===== src/rtl/krt_pkg.sv =====
`timescale 1ns / 1ps
// Shared types, codes and width helpers for the keyed record table.
// Used by krt_ram, krt_engine and keyed_record_table_top; depends on nothing.
package krt_pkg;

    // Default number of records the table can hold
    localparam int CAPACITY_DEF = 256;

    // Request kinds
    localparam logic [1:0] REQ_ADD    = 2'd0;
    localparam logic [1:0] REQ_SEARCH = 2'd1;
    localparam logic [1:0] REQ_UPDATE = 2'd2;
    localparam logic [1:0] REQ_DELETE = 2'd3;

    // Status codes
    localparam logic [1:0] ST_DONE    = 2'd0;
    localparam logic [1:0] ST_FULL    = 2'd1;
    localparam logic [1:0] ST_EXISTS  = 2'd2;
    localparam logic [1:0] ST_MISSING = 2'd3;

    // Request word
    typedef struct packed {
        logic [1:0]         req_type;
        logic signed [31:0] key;
        logic [7:0]         age_in;
        logic [31:0]        marks_in;
    } t_req_s;

    // Response word
    typedef struct packed {
        logic [1:0]  status;
        logic [7:0]  age_out;
        logic [31:0] marks_out;
        logic [8:0]  entries_held;
    } t_rsp_s;

    // One stored record
    typedef struct packed {
        logic [31:0] key;
        logic [7:0]  age;
        logic [31:0] marks;
    } t_rec_s;

    localparam int REC_W = $bits(t_rec_s);

    // Address bits for a memory of n entries (at least one)
    function automatic int addr_w(input int n);
        addr_w = (n > 1) ? $clog2(n) : 1;
    endfunction

    // Bits for a count that runs 0..n
    function automatic int cnt_w(input int n);
        cnt_w = $clog2(n + 1);
    endfunction

endpackage


===== src/rtl/krt_engine.sv =====
`timescale 1ns / 1ps
// Request sequencer: linear key search, add/update writes and the
// compacting shift on delete, all through one RAM port pair and one comparator.
// Depends on krt_pkg.
module krt_engine #(
    parameter int CAPACITY = krt_pkg::CAPACITY_DEF
) (
    input  logic                                  i_clk,
    input  logic                                  i_rst_n,
    // request side
    input  logic                                  i_req_valid,
    input  krt_pkg::t_req_s                       i_req,
    output logic                                  o_req_stall,
    // result side
    output logic                                  o_res_valid,
    input  logic                                  i_res_ready,
    output krt_pkg::t_rsp_s                       o_res,
    // table RAM
    output logic                                  o_rd_en,
    output logic [krt_pkg::addr_w(CAPACITY)-1:0]  o_rd_addr,
    input  logic [krt_pkg::REC_W-1:0]             i_rd_data,
    output logic                                  o_wr_en,
    output logic [krt_pkg::addr_w(CAPACITY)-1:0]  o_wr_addr,
    output logic [krt_pkg::REC_W-1:0]             o_wr_data
);

    localparam int AW = krt_pkg::addr_w(CAPACITY);
    localparam int CW = krt_pkg::cnt_w(CAPACITY);

    localparam logic [1:0] S_IDLE   = 2'd0;
    localparam logic [1:0] S_SEARCH = 2'd1;
    localparam logic [1:0] S_SHIFT  = 2'd2;
    localparam logic [1:0] S_DONE   = 2'd3;

    logic [1:0]      r_state, n_state;
    logic [CW-1:0]   r_count, n_count;   // records held
    logic [CW-1:0]   r_idx,   n_idx;     // next address to read
    logic [CW-1:0]   r_cidx,  n_cidx;    // address of the data now on the read port
    logic            r_pend,  n_pend;    // read data valid this cycle
    krt_pkg::t_req_s r_req,   n_req;
    logic [1:0]      r_status, n_status;
    logic [7:0]      r_age,    n_age;
    logic [31:0]     r_marks,  n_marks;

    krt_pkg::t_rec_s rec_q;
    krt_pkg::t_rec_s rec_new;
    logic            hit;
    logic [CW-1:0]   cidx_m1;

    assign rec_q   = krt_pkg::t_rec_s'(i_rd_data);
    assign cidx_m1 = r_cidx - CW'(1);

    // shared key comparator
    assign hit = r_pend && (rec_q.key == r_req.key);

    assign o_rd_addr   = r_idx[AW-1:0];
    assign o_req_stall = (r_state != S_IDLE);
    assign o_res_valid = (r_state == S_DONE);

    always_comb begin
        o_res.status       = r_status;
        o_res.age_out      = r_age;
        o_res.marks_out    = r_marks;
        o_res.entries_held = 9'(r_count);
    end

    // sequencer
    always_comb begin
        n_state  = r_state;
        n_count  = r_count;
        n_idx    = r_idx;
        n_cidx   = r_cidx;
        n_pend   = r_pend;
        n_req    = r_req;
        n_status = r_status;
        n_age    = r_age;
        n_marks  = r_marks;
        o_rd_en  = 1'b0;
        o_wr_en  = 1'b0;
        o_wr_addr = '0;
        rec_new.key   = r_req.key;
        rec_new.age   = r_req.age_in;
        rec_new.marks = r_req.marks_in;
        o_wr_data = rec_new;

        unique case (r_state)
            S_IDLE: begin
                if (i_req_valid) begin
                    n_req   = i_req;
                    n_idx   = '0;
                    n_pend  = 1'b0;
                    n_state = S_SEARCH;
                end
            end

            S_SEARCH: begin
                if (hit || (r_idx == r_count)) begin
                    // search resolved: found at r_cidx, or not present
                    n_pend   = 1'b0;
                    n_status = krt_pkg::ST_DONE;
                    n_age    = '0;
                    n_marks  = '0;
                    n_state  = S_DONE;
                    unique case (r_req.req_type)
                        krt_pkg::REQ_ADD: begin
                            if (r_count == CW'(CAPACITY)) begin
                                n_status = krt_pkg::ST_FULL;
                            end else if (hit) begin
                                n_status = krt_pkg::ST_EXISTS;
                            end else begin
                                o_wr_en   = 1'b1;
                                o_wr_addr = r_count[AW-1:0];
                                n_count   = r_count + CW'(1);
                            end
                        end
                        krt_pkg::REQ_SEARCH: begin
                            if (hit) begin
                                n_age   = rec_q.age;
                                n_marks = rec_q.marks;
                            end else begin
                                n_status = krt_pkg::ST_MISSING;
                            end
                        end
                        krt_pkg::REQ_UPDATE: begin
                            if (hit) begin
                                o_wr_en   = 1'b1;
                                o_wr_addr = r_cidx[AW-1:0];
                            end else begin
                                n_status = krt_pkg::ST_MISSING;
                            end
                        end
                        krt_pkg::REQ_DELETE: begin
                            if (hit) begin
                                n_idx   = r_cidx + CW'(1);
                                n_state = S_SHIFT;
                            end else begin
                                n_status = krt_pkg::ST_MISSING;
                            end
                        end
                        default: n_status = krt_pkg::ST_MISSING;
                    endcase
                end else begin
                    // fetch next record
                    o_rd_en = 1'b1;
                    n_pend  = 1'b1;
                    n_cidx  = r_idx;
                    n_idx   = r_idx + CW'(1);
                end
            end

            S_SHIFT: begin
                // move the record just read one place down
                if (r_pend) begin
                    o_wr_en   = 1'b1;
                    o_wr_addr = cidx_m1[AW-1:0];
                    o_wr_data = i_rd_data;
                end
                if (r_idx < r_count) begin
                    o_rd_en = 1'b1;
                    n_pend  = 1'b1;
                    n_cidx  = r_idx;
                    n_idx   = r_idx + CW'(1);
                end else begin
                    n_pend = 1'b0;
                    if (!r_pend) begin
                        n_count = r_count - CW'(1);
                        n_state = S_DONE;
                    end
                end
            end

            S_DONE: begin
                if (i_res_ready) begin
                    n_state = S_IDLE;
                end
            end

            default: n_state = S_IDLE;
        endcase
    end

    // control registers
    always_ff @(posedge i_clk) begin
        if (!i_rst_n) begin
            r_state <= S_IDLE;
            r_count <= '0;
            r_pend  <= 1'b0;
        end else begin
            r_state <= n_state;
            r_count <= n_count;
            r_pend  <= n_pend;
        end
    end

    // payload registers
    always_ff @(posedge i_clk) begin
        r_idx    <= n_idx;
        r_cidx   <= n_cidx;
        r_req    <= n_req;
        r_status <= n_status;
        r_age    <= n_age;
        r_marks  <= n_marks;
    end

endmodule


===== config.mk =====
export PLATFORM = sky130hd
export DESIGN_NAME = krt_engine
export DESIGN_NICKNAME = d
export VERILOG_FILES = /design/src/rtl/krt_pkg.sv /design/src/rtl/krt_engine.sv
export SDC_FILE = /design/constraint.sdc
export NUM_CORES = 1
export LEC_CHECK = 0
export BUFFER_PORTS_ARGS = -buffer_cell sky130_fd_sc_hd__buf_4
export CAP_MARGIN = 20
export CORE_AREA = 10 10 170 172
export CTS_CLUSTER_SIZE = 12
export DETAILED_ROUTE_END_ITERATION = 8
export DIE_AREA = 0 0 180 182
export GPL_ROUTABILITY_DRIVEN = 0
export HOLD_SLACK_MARGIN = 0.02
export PLACE_DENSITY_LB_ADDON = 0.2
export SETUP_SLACK_MARGIN = 0.05
export SYNTH_ARGS = -nofsm -noshare
export SYNTH_HDL_FRONTEND = slang
export SYNTH_SLANG_ARGS = --single-unit

===== constraint.sdc =====
create_clock -name i_clk -period 6.2 [get_ports i_clk]
set_clock_uncertainty 0.2 [all_clocks]
set_input_delay 1.24 -clock i_clk [delete_from_list [all_inputs] [get_ports i_clk]]
set_output_delay 1.24 -clock i_clk [all_outputs]
set_load 0.005 [all_outputs]

### After elaboration in Yosys (flattened, before gate mapping)

Index checks and enable logic that the tools add are counted.

* eq/ne operators: 21
* add/subtract/negate cells: 5
* magnitude comparators: 1
* reduce and logical (&&, ||, !) cells: 16
* multiplexer cells: 49

Operators with widths (count)
* 72-bit 2-to-1 mux: 2
* 9-bit 2-to-1 mux: 13
* 8-bit 2-to-1 mux: 5
* 9-bit one-hot mux with 2 select lines: 2
* 32-bit equality test: 1
* 8-bit one-hot mux with 2 select lines: 2
* 9-bit by 1-bit adder with 9-bit output (second input constant): 3
* 9-bit one-hot mux with 3 select lines: 1
* 2-bit 2-to-1 mux: 8
* 2-bit != test (second input constant): 8
* 1-bit 2-to-1 mux: 10
* 5-bit AND reduction: 2
* 9-bit equality test: 1
* 9-bit equality test (second input constant): 1
* 9-bit less-than comparator: 1
* 9-bit by 1-bit subtractor with 9-bit output (second input constant): 1
* 2-bit equality test (second input constant): 4
* 2-bit one-hot mux with 4 select lines: 1
* 2-bit AND reduction: 4
* 8-bit by 1-bit subtractor with 8-bit output (second input constant): 1
* 7-bit AND reduction: 1
* 1-bit one-hot mux with 2 select lines: 3
* 2-bit by 1-bit equality test with 1-bit output (second input constant): 2
* 2-bit zero test: 2
* 11 further kinds: 13

* flip-flop bits (word level): 146
* output and inout port bits: 143

### Depth between registers and ports, before layout

Gate-level depths: netlist (run 1).

* depth in word-level cells: 7
* gate-level depth with buffers: 12

### Worst setup path after synthesis (run 1)

No wires, ideal clock.

* kind: input port to flip-flop
* from: input i_rd_data[43] (netlist bit)
* to: register r_idx[0], enable pin
* slack: 1387 ps
* buffers on the path: 0
* arrival: 4330 ps
* cell stages on the path: 7
* library setup time: 282 ps
* cell sequence: xor2_1 -> or4_1 -> or4b_4 -> o31ai_4 -> and2_1 -> a21boi_0 -> and2_1

* cells in the longest elaborated chain, start to end: 5
* elaborated cells between the ends (all ways): 6
* classes of those cells: 3 x eq/ne; 3 x reduce/logical

Ends and longest elaborated chain
* start, declared: line krt_engine.sv:21 `input logic [krt_pkg::REC_W-1:0] i_rd_data,`
* 32-bit equality test (*): line krt_engine.sv:54 `assign hit = r_pend && (rec_q.key == r_req.key);`
* 1-bit logical AND (*): line krt_engine.sv:54
* 1-bit logical OR: line krt_engine.sv:97 `if (hit || (r_idx == r_count)) begin`
* 3-bit by 2-bit != test with 1-bit output (no line) or 3-bit != test (tied branches)
* 5-bit AND reduction (no line) (*)
* end signal, assigned: line krt_engine.sv:197 `r_idx <= n_idx;`
* end, declared: line krt_engine.sv:37 `logic [CW-1:0] r_idx, n_idx;`

Mark *: on every way between the ends. The rest lies on a longest branch, timed or not.
A chain may end at the register's enable or synchronous reset.

### Worst setup path after layout (run 1)

* from: input i_rd_data[62] (netlist bit)
* to: output o_wr_addr[2] (netlist bit)

* cells in the longest elaborated chain, start to end: 7
* elaborated cells between the ends (all ways): 9
* classes of those cells: 1 x eq/ne; 6 x mux; 2 x reduce/logical

Ends and longest elaborated chain
* 32-bit equality test (*): line krt_engine.sv:54
* 1-bit logical AND (*): line krt_engine.sv:54
* 8-bit 2-to-1 mux: line krt_engine.sv:108 `end else if (hit) begin`
* 8-bit 2-to-1 mux: line krt_engine.sv:106 `if (r_count == CW'(CAPACITY)) begin`
* 8-bit one-hot mux with 2 select lines: line krt_engine.sv:104 `unique case (r_req.req_type)`
* 8-bit 2-to-1 mux (*): line krt_engine.sv:97
* 8-bit one-hot mux with 2 select lines (*): line krt_engine.sv:86 `unique case (r_state)`
* end, declared: line krt_engine.sv:23 `output logic [krt_pkg::addr_w(CAPACITY)-1:0] o_wr_addr,`

Marks and branches as above.

==> results of run 1 <==
sequential cells by signal, summed over array words and instances, names as in the netlist:
name,cells
r_cidx,9
r_state,2
r_idx,9
r_status,2
r_req,74
r_marks,32
r_age,8
r_count,9
r_pend,1
cell families (layout without fill, tap and decap cells):
logic type	after synthesis	in the layout	synth area share, %
and+or+nand+nor	168	168	12.0
AOI/OAI and AO/OA	63	63	6.09
adders and majority gates	25	25	4.24
DFF	146	146	56.4
xor gates and xnor gates	62	62	7.18
muxes	75	75	11.1
buffers and inverters	49	349	2.90
how the worst max path moves through the flow:
| stage | to | slack [ns] | depth (start not counted) |
|---|---|---|---|
| 6_report | o_wr_addr[2] | 1.03 | 8 |
| 5_1_grt | o_wr_addr[1] | 0.90 | 8 |
| 4_1_cts | o_wr_addr[2] | 1.03 | 8 |
| 3_5_place_dp | o_wr_addr[2] | 1.04 | 8 |
| 3_3_place_gp | o_wr_addr[6] | 1.11 | 8 |
| 2_1_floorplan | r_idx[0] | 1.39 | 7 |
routing by layer:
metal | global-route usage, % | up-vias | share of wire [%]
met2 | 25.2 | 199 | 51
met4 | 4.57 | 0 | 1.5
met5 | 0 | - | 0
li1 | - | 2752 | -
met3 | 5.35 | 23 | 7.7
met1 | 16.1 | 2691 | 40
area by class of cell:
type / instances / area share (%)
Tap cell: 335 / 3.92
Clock inverter: 15 / 1.78
Clock buffer: 17 / 3.98
Sequential cell: 146 / 39.9
Multi-Input combinational cell: 393 / 28.9
Inverter: 20 / 0.702
Timing Repair Buffer: 297 / 20.9
tightest hold or removal path, delay by kind of cell, from the launching register on:
family	cells	cell delay, ns
DFF	1	0.35
and+or+nand+nor	1	0.07
muxes	1	0.06
per-stage QoR:
stage	instances	power, mW
after floorplan	588	2.24
after global placement	1190	2.81
after detailed placement	1191	2.82
after CTS	1223	3.92
after global routing	1223	4.09
final	1223	3.87
placed cells by master, fill, tap and decap left out, types with 3 or more instances in the layout:
cell,instances
nor2_1,26
nand2_1,28
buf_4,297
a31oi_1,4
o21ai_0,13
nand3_1,20
a22oi_1,4
nor3_1,6
mux2_2,73
nor4_1,4
inv_6,5
a21oi_1,5
nor2b_1,4
o22ai_1,16
edfxtp_1,134
and2_1,44
inv_8,3
dfxtp_1,12
ha_1,24
clkbuf_16,17
xor2_1,25
inv_1,20
xnor2_1,37
or4_1,4
nand4_1,11
and3_1,7
power by group through the flow:
stage / clock network (mW) / logic [mW] / registers [mW]
after global routing: 1.15 / 1.35 / 1.58
final: 1.08 / 1.22 / 1.56
after global placement: 0 / 1.23 / 1.58
after floorplan: 0 / 0.749 / 1.49
after CTS: 1.11 / 1.25 / 1.56
after detailed placement: 0 / 1.24 / 1.58
==> metrics.md, run 1 <==
| Metric | Value |
|---|---|
| Yosys cell types | `53` |
| Vias in the first global route | `5952` |
| Post-Synthesis Cell Area | `7560 um2` |
| CP Cell Sequence | `buf_4 -> xnor2_1 -> nand4_1 -> or4_1 -> o31ai_4 -> nand2_1 -> o22ai_1 -> buf_4` |
| Total gr overflow | `0` |
| Ys flop type | `edfxtp_1` |
| Post-synthesis instance total | `588` |
| Nets | `1050` |
| Fillers | `2423` |
| Synth warnings | `0` |
| DR DRC count | `0` |
| Util after Layout | `41.7%` |
| Starting density of the core | `29.5%` |
| Core area | `25600 um2` |
| ANT nets after route | `0` |
| Wirelength per Cell | `20.3 um` |
| Int Power | `2.57 mW` |
| Clk_lat worst skew | `0.42 ns` |
| Worst Setup Start Kind | `input port` |
| CP max stage cell | `or4_1` |
| First-pass DRT Iterations | `4` |
| Worst setup margin | `1.03 ns` |
| Flop pwr share | `40.3%` |
| RSZ-0062 raised after global routing | `false` |
| Worst Hold Path EP | `r_count[8]` |
| Hold_sp | `r_count[8]` |
| Largest area contributor in the netlist | `edfxtp_1` |
| Kind of path behind the tightest hold check | `flip-flop to flip-flop` |
| Total number of vias | `5665` |
| Register area share after synthesis | `56.4%` |
| Slowest stage delay, CP | `0.69 ns` |
| Worst path arrival time | `3.73 ns` |
| Max Transition Viols Final | `0` |
| Clk sink count | `146` |
| Place WS | `1.04 ns` |
| Setup_tns | `0 ns` |
| Slew @ Worst Pin | `1.10 ns` |
| Worst reg2reg path endpoint | `r_marks[4]` |
| Vias per inst | `4.63` |
| Max Cap Viol | `0` |
| Area of the multi-input gates | `3090 um2` |
| Layout area overhead | `41.4%` |
| CTS buffer count | `17` |
| Worst Setup Path Type | `input port to output pin` |
| Switching part of the total | `33.6%` |
| Hold Crit Depth | `2` |
| Largest net degree at the start of global routing | `74` |
| Nature of the critical path endpoint | `output pin` |
| WP buf/inv | `2` |
| CP most frequent cell | `buf_4` |
| Final hold violation count | `0` |
| Die height | `182 um` |
| Worst VDD drop | `0.136 mV` |
| Count of hold-fix buffers inserted at cts | `0` |
| Clock share of power | `28.0%` |
| First-pass GRT wire length | `36800 um` |
| Synth cell count leaders | `edfxtp_1 (134), mux2_2 (73), and2_1 (46), xnor2_1 (37), nand2_1 (29)` |
| Cell family with most CP delay | `simple AND/OR/NAND/NOR gates` |
| Initial antenna violation count | `0` |
| Port buffer count | `292` |
| Power Dens Cells | `362 nW/um2` |
| Worst EP required | `4.76 ns` |
| Max Freq | `194 MHz` |
| ANT cells | `0` |
| Final HPWL DP | `19400 um` |
| Synthesized area per cell | `12.9 um2` |
| GRT Total Usage | `14.5%` |
| CTS Root Buffer Type | `clkbuf_16` |
| Number of synthesized register bits | `146` |
| CTS tree | `built` |
| IO Pins | `293` |
| Main area contributors after synthesis | `edfxtp_1 (53%), mux2_2 (11%), xnor2_1 (4.3%)` |
| Path depth of the worst reg2reg path | `6` |
| H-tree levels | `4` |
| Fin area | `10700 um2` |
| Buffer count from post-CTS setup fixing | `0` |
| Status | `complete, no violations` |
| Resize count post-CTS | `0` |
| Most frequent cell after synthesis | `edfxtp_1` |
| Net Switching | `1.30 mW` |
| Hold WS | `0.326 ns` |
| First DRT Iteration DRCs | `292` |
| Die area | `32800 um2` |
| Chip width | `180 um` |
| Crit share post-route | `83.3%` |
| FFs w/ async S/R, synth | `0%` |
| Pleak | `4.21 nW` |
| Critical Path Start | `i_rd_data[62]` |
| Worst reg-to-reg setup slack | `2.51 ns` |
| Reg2reg start | `r_req[62]` |
| Clock transition at path regs | `0.07 ns` |
| Number of synthesized flops with an enable pin | `134` |
| Logic pwr share | `31.6%` |
| Total area of sequential cells | `4260 um2` |
| Row Count | `59` |
| Post-synth top area share | `53.2%` |
| Min cycle time layout | `5.17 ns` |
| Total wire length | `24800 um` |
| Placed Area | `10100 um2` |
| Syn_nets | `763` |
| Max-Slew Margin vs Limit | `26.6%` |
| Final setup fails | `0` |
| Share of layout cells above drive strength 1 | `46.5%` |
| Crit path max fanout | `8` |
| Maximum clock path buffer count | `2` |
No activity file was read; power rests on OpenSTA's default activity.
==> inputs of run 2 (changes only) <==
Settings changed: ABC_AREA set to 1, CORE_AREA 10 10 170 172 to 10 10 178 180, DIE_AREA 0 0 180 182 to 0 0 188 190.
Clock period 6.2 ns to 4.5 ns, I/O delays scaled along.
==> metrics.md, run 2 <==
| Metric | Value |
|---|---|
| FFs w/ async S/R, synth | `0% (unchanged)` |
| DR DRC count | `0 (unchanged)` |
| Leading cell type in the layout, fill and taps excluded | `buf_4` |
| Number of synthesized flops with an enable pin | `134 (unchanged)` |
| Ys flop type | `edfxtp_1` |
| Share of layout cells above drive strength 1 | `27.9% (-19 points)` |
| Max Cap Viol | `0 (unchanged)` |
| Worst reg2reg path endpoint | `r_count[8]` |
| Commonest cells after routing, fill and taps aside | `buf_4 (297), nand2_1 (261), inv_1 (151)` |
| Die height | `190 um (+4.4%)` |
| Worst Hold Path EP | `r_count[1]` |
| First-pass GRT wire length | `44300 um (+20%)` |
| CTS buffer count | `17 (unchanged)` |
| Path depth of the worst reg2reg path | `10 (+4)` |
| Slew @ Worst Pin | `0.767 ns (-0.335 ns)` |
| Register area share after synthesis | `51.4% (-5.0 points)` |
| Met3 WL post-DR | `2180 um (+15%)` |
| Clk_lat worst skew | `0.43 ns (about the same)` |
| Synth cell count leaders | `nand2_1 (262), inv_1 (153), edfxtp_1 (134), nor2_1 (100), o21ai_0 (99)` |
| Max-Slew Margin vs Limit | `48.7% (+22 points)` |
| Max FFs per register | `74 (unchanged)` |
| Maximum clock path buffer count | `2 (unchanged)` |
| Reg2reg start | `r_state[0]` |
| Crit path max fanout | `9 (+1)` |
| Power Dens Cells | `492 nW/um2 (+36%)` |
| Syn_nets | `1169 (+53%)` |
| Synthesized area per cell | `8.34 um2 (-35%)` |
| Port buffer count | `292 (unchanged)` |
| Final HPWL DP | `23100 um (+19%)` |
| Largest net degree at the start of global routing | `85 (+15%)` |
| Core area | `28200 um2 (+10%)` |
| Layout area overhead | `38.6%` |
| Largest regs | `r_req (74), r_marks (32)` |
| ANT cells | `0 (unchanged)` |
| IO Pins | `293 (unchanged)` |
| Total wire length | `29300 um (+18%)` |
| Worst reg-to-reg setup slack | `1.46 ns (-1.05 ns)` |
| Fin area | `11500 um2 (+7.4%)` |
| H-tree levels | `4 (unchanged)` |
| First-pass DRT Iterations | `5 (+1)` |
| First DRT Iteration DRCs | `473 (+62%)` |
| Wirelength per Cell | `17.5 um (-14%)` |
| Worst Setup Start Kind | `input port` |
| Synth warnings | `0 (unchanged)` |
| Number of synthesized register bits | `146 (unchanged)` |
| Hold Crit Depth | `2 (unchanged)` |
| Chip width | `188 um (+4.4%)` |
| Final hold violation count | `0 (unchanged)` |
| Placed Area | `10900 um2 (+7.9%)` |
| Buffer count from post-CTS setup fixing | `0 (unchanged)` |
| Nets | `1453 (+38%)` |
| Pleak | `5.58 nW (+33%)` |
| Main area contributors after synthesis | `edfxtp_1 (49%), nand2_1 (12%), inv_1 (6.9%)` |
| Max Freq | `251 MHz` |
| Total number of vias | `7515 (+33%)` |
| Initial antenna violation count | `1 (+1)` |
| Largest area contributor in the netlist | `edfxtp_1` |
| Met1 Wirelength | `11800 um (+21%)` |
| Starting density of the core | `29.4% (-0.16 points)` |
| Final setup fails | `0 (unchanged)` |
| Min cycle time layout | `3.99 ns` |
| Critical Path Start | `i_rd_data[52]` |
| Status | `complete, no violations` |
| Post-synthesis instance total | `994 (+69%)` |
| Placed cells | `1643 (+38%)` |
| Crit share post-route | `88.6%` |
| Max Used Layer | `met5` |
| Worst Setup Path Type | `input port to output pin` |
| GRT Total Usage | `15.9% (+1.4 points)` |
| Setup_tns | `0 ns (unchanged)` |
| Total gr overflow | `0 (unchanged)` |
| Yosys cell types | `42 (-21%)` |
| Biggest register | `r_req` |
| Row Count | `62 (+5.1%)` |
| Count of hold-fix buffers inserted at cts | `0 (unchanged)` |
| Max Transition Viols Final | `0 (unchanged)` |
| Nature of the critical path endpoint | `output pin` |
| Worst VDD drop | `0.190 mV (+40%)` |
| RSZ-0062 raised after global routing | `false` |
| Vias per inst | `4.49 (-3.1%)` |
| Post-Synthesis Cell Area | `8290 um2 (+9.6%)` |
| Worst path arrival time | `2.89 ns (-0.84 ns)` |
| Non-Filler Instances | `1675 (+37%)` |
| Hold_sp | `r_count[1]` |
| Clock transition at path regs | `0.07 ns (about the same)` |
| Most frequent cell after synthesis | `nand2_1` |
| Vias in the first global route | `7556 (+27%)` |
| Resize count post-CTS | `0 (unchanged)` |
| Clk sink count | `146 (unchanged)` |
| Worst EP required | `3.40 ns (-1.36 ns)` |
| CTS tree | `built` |
| Post-synth top area share | `48.5% (-4.7 points)` |
| ANT nets after route | `0 (unchanged)` |
| Routed wl met2 | `14800 um (+17%)` |
| Die area | `35700 um2 (+9.0%)` |
| Kind of path behind the tightest hold check | `flip-flop to flip-flop` |
| CTS Root Buffer Type | `clkbuf_16` |
-- run 2: metal layers --
layer  GRT usage, %  up-vias
li1               -     3812
met1           18.0     3460
met2           27.7      213
met3           5.86       28
met4           4.46        2
met5              0        -
-- run 2: cell type report --
type                    instances  area [um2]
clock buffers                  17         425
clock inverters                15         185
fillers                      2979       16800
inverters                     157         591
multi-input cells             657        3270
flip-flops and latches        146        4260
well taps                     384         480
repair buffers                299        2270
-- run 2: worst max path at each step --
stage	to	slack, ns	cells after the start
4_1_cts	o_wr_addr[6]	0.49	10
5_1_grt	o_wr_addr[1]	0.30	10
6_report	o_wr_addr[1]	0.51	10
3_5_place_dp	o_wr_addr[6]	0.49	10
3_3_place_gp	o_wr_addr[4]	0.55	10
2_1_floorplan	o_wr_addr[1]	1.21	11
-- run 2: logic make-up (layout without fill, tap and decap cells) --
kind of cell | count (synthesis) | count (layout) | synth area share, %
AND/OR/NAND/NOR | 463 | 463 | 23.9
buffers and inverters | 191 | 488 | 9.19
AO/OA/AOI/OAI | 154 | 154 | 10.1
flip-flops | 146 | 146 | 51.4
adder cells (fa/ha/maj) | 25 | 25 | 3.86
XOR/XNOR | 15 | 15 | 1.58
-- run 2: where the power goes --
| part | internal (mW) | leakage (nW) | total, mW | switching, mW |
|---|---|---|---|---|
| logic | 0.849 | 3.82 | 2.11 | 1.26 |
| clock network | 0.755 | 0.293 | 1.46 | 0.710 |
| registers | 1.83 | 1.46 | 2.08 | 0.249 |
-- run 2: critical path, stage by stage --
cell	delay (ns)
buf_4	0.13
xnor2_1	0.33
nand3_1	0.14
nor2_1	0.22
nand3_4	0.16
a21oi_4	0.29
and2_1	0.34
nand2_1	0.09
a21oi_1	0.14
buf_4	0.14
-- run 2: through the flow --
step	total power, mW	setup slack [ns]	hold WS (ns)	util, %
finish	5.65	0.514	0.343	40.7
global route	6.07	0.298	0.380	40.7
floorplan	3.31	1.21	0.276	-
global placement	4.23	0.550	0.329	38.5
detailed placement	4.24	0.493	0.333	38.5
CTS	5.72	0.493	0.345	40.7
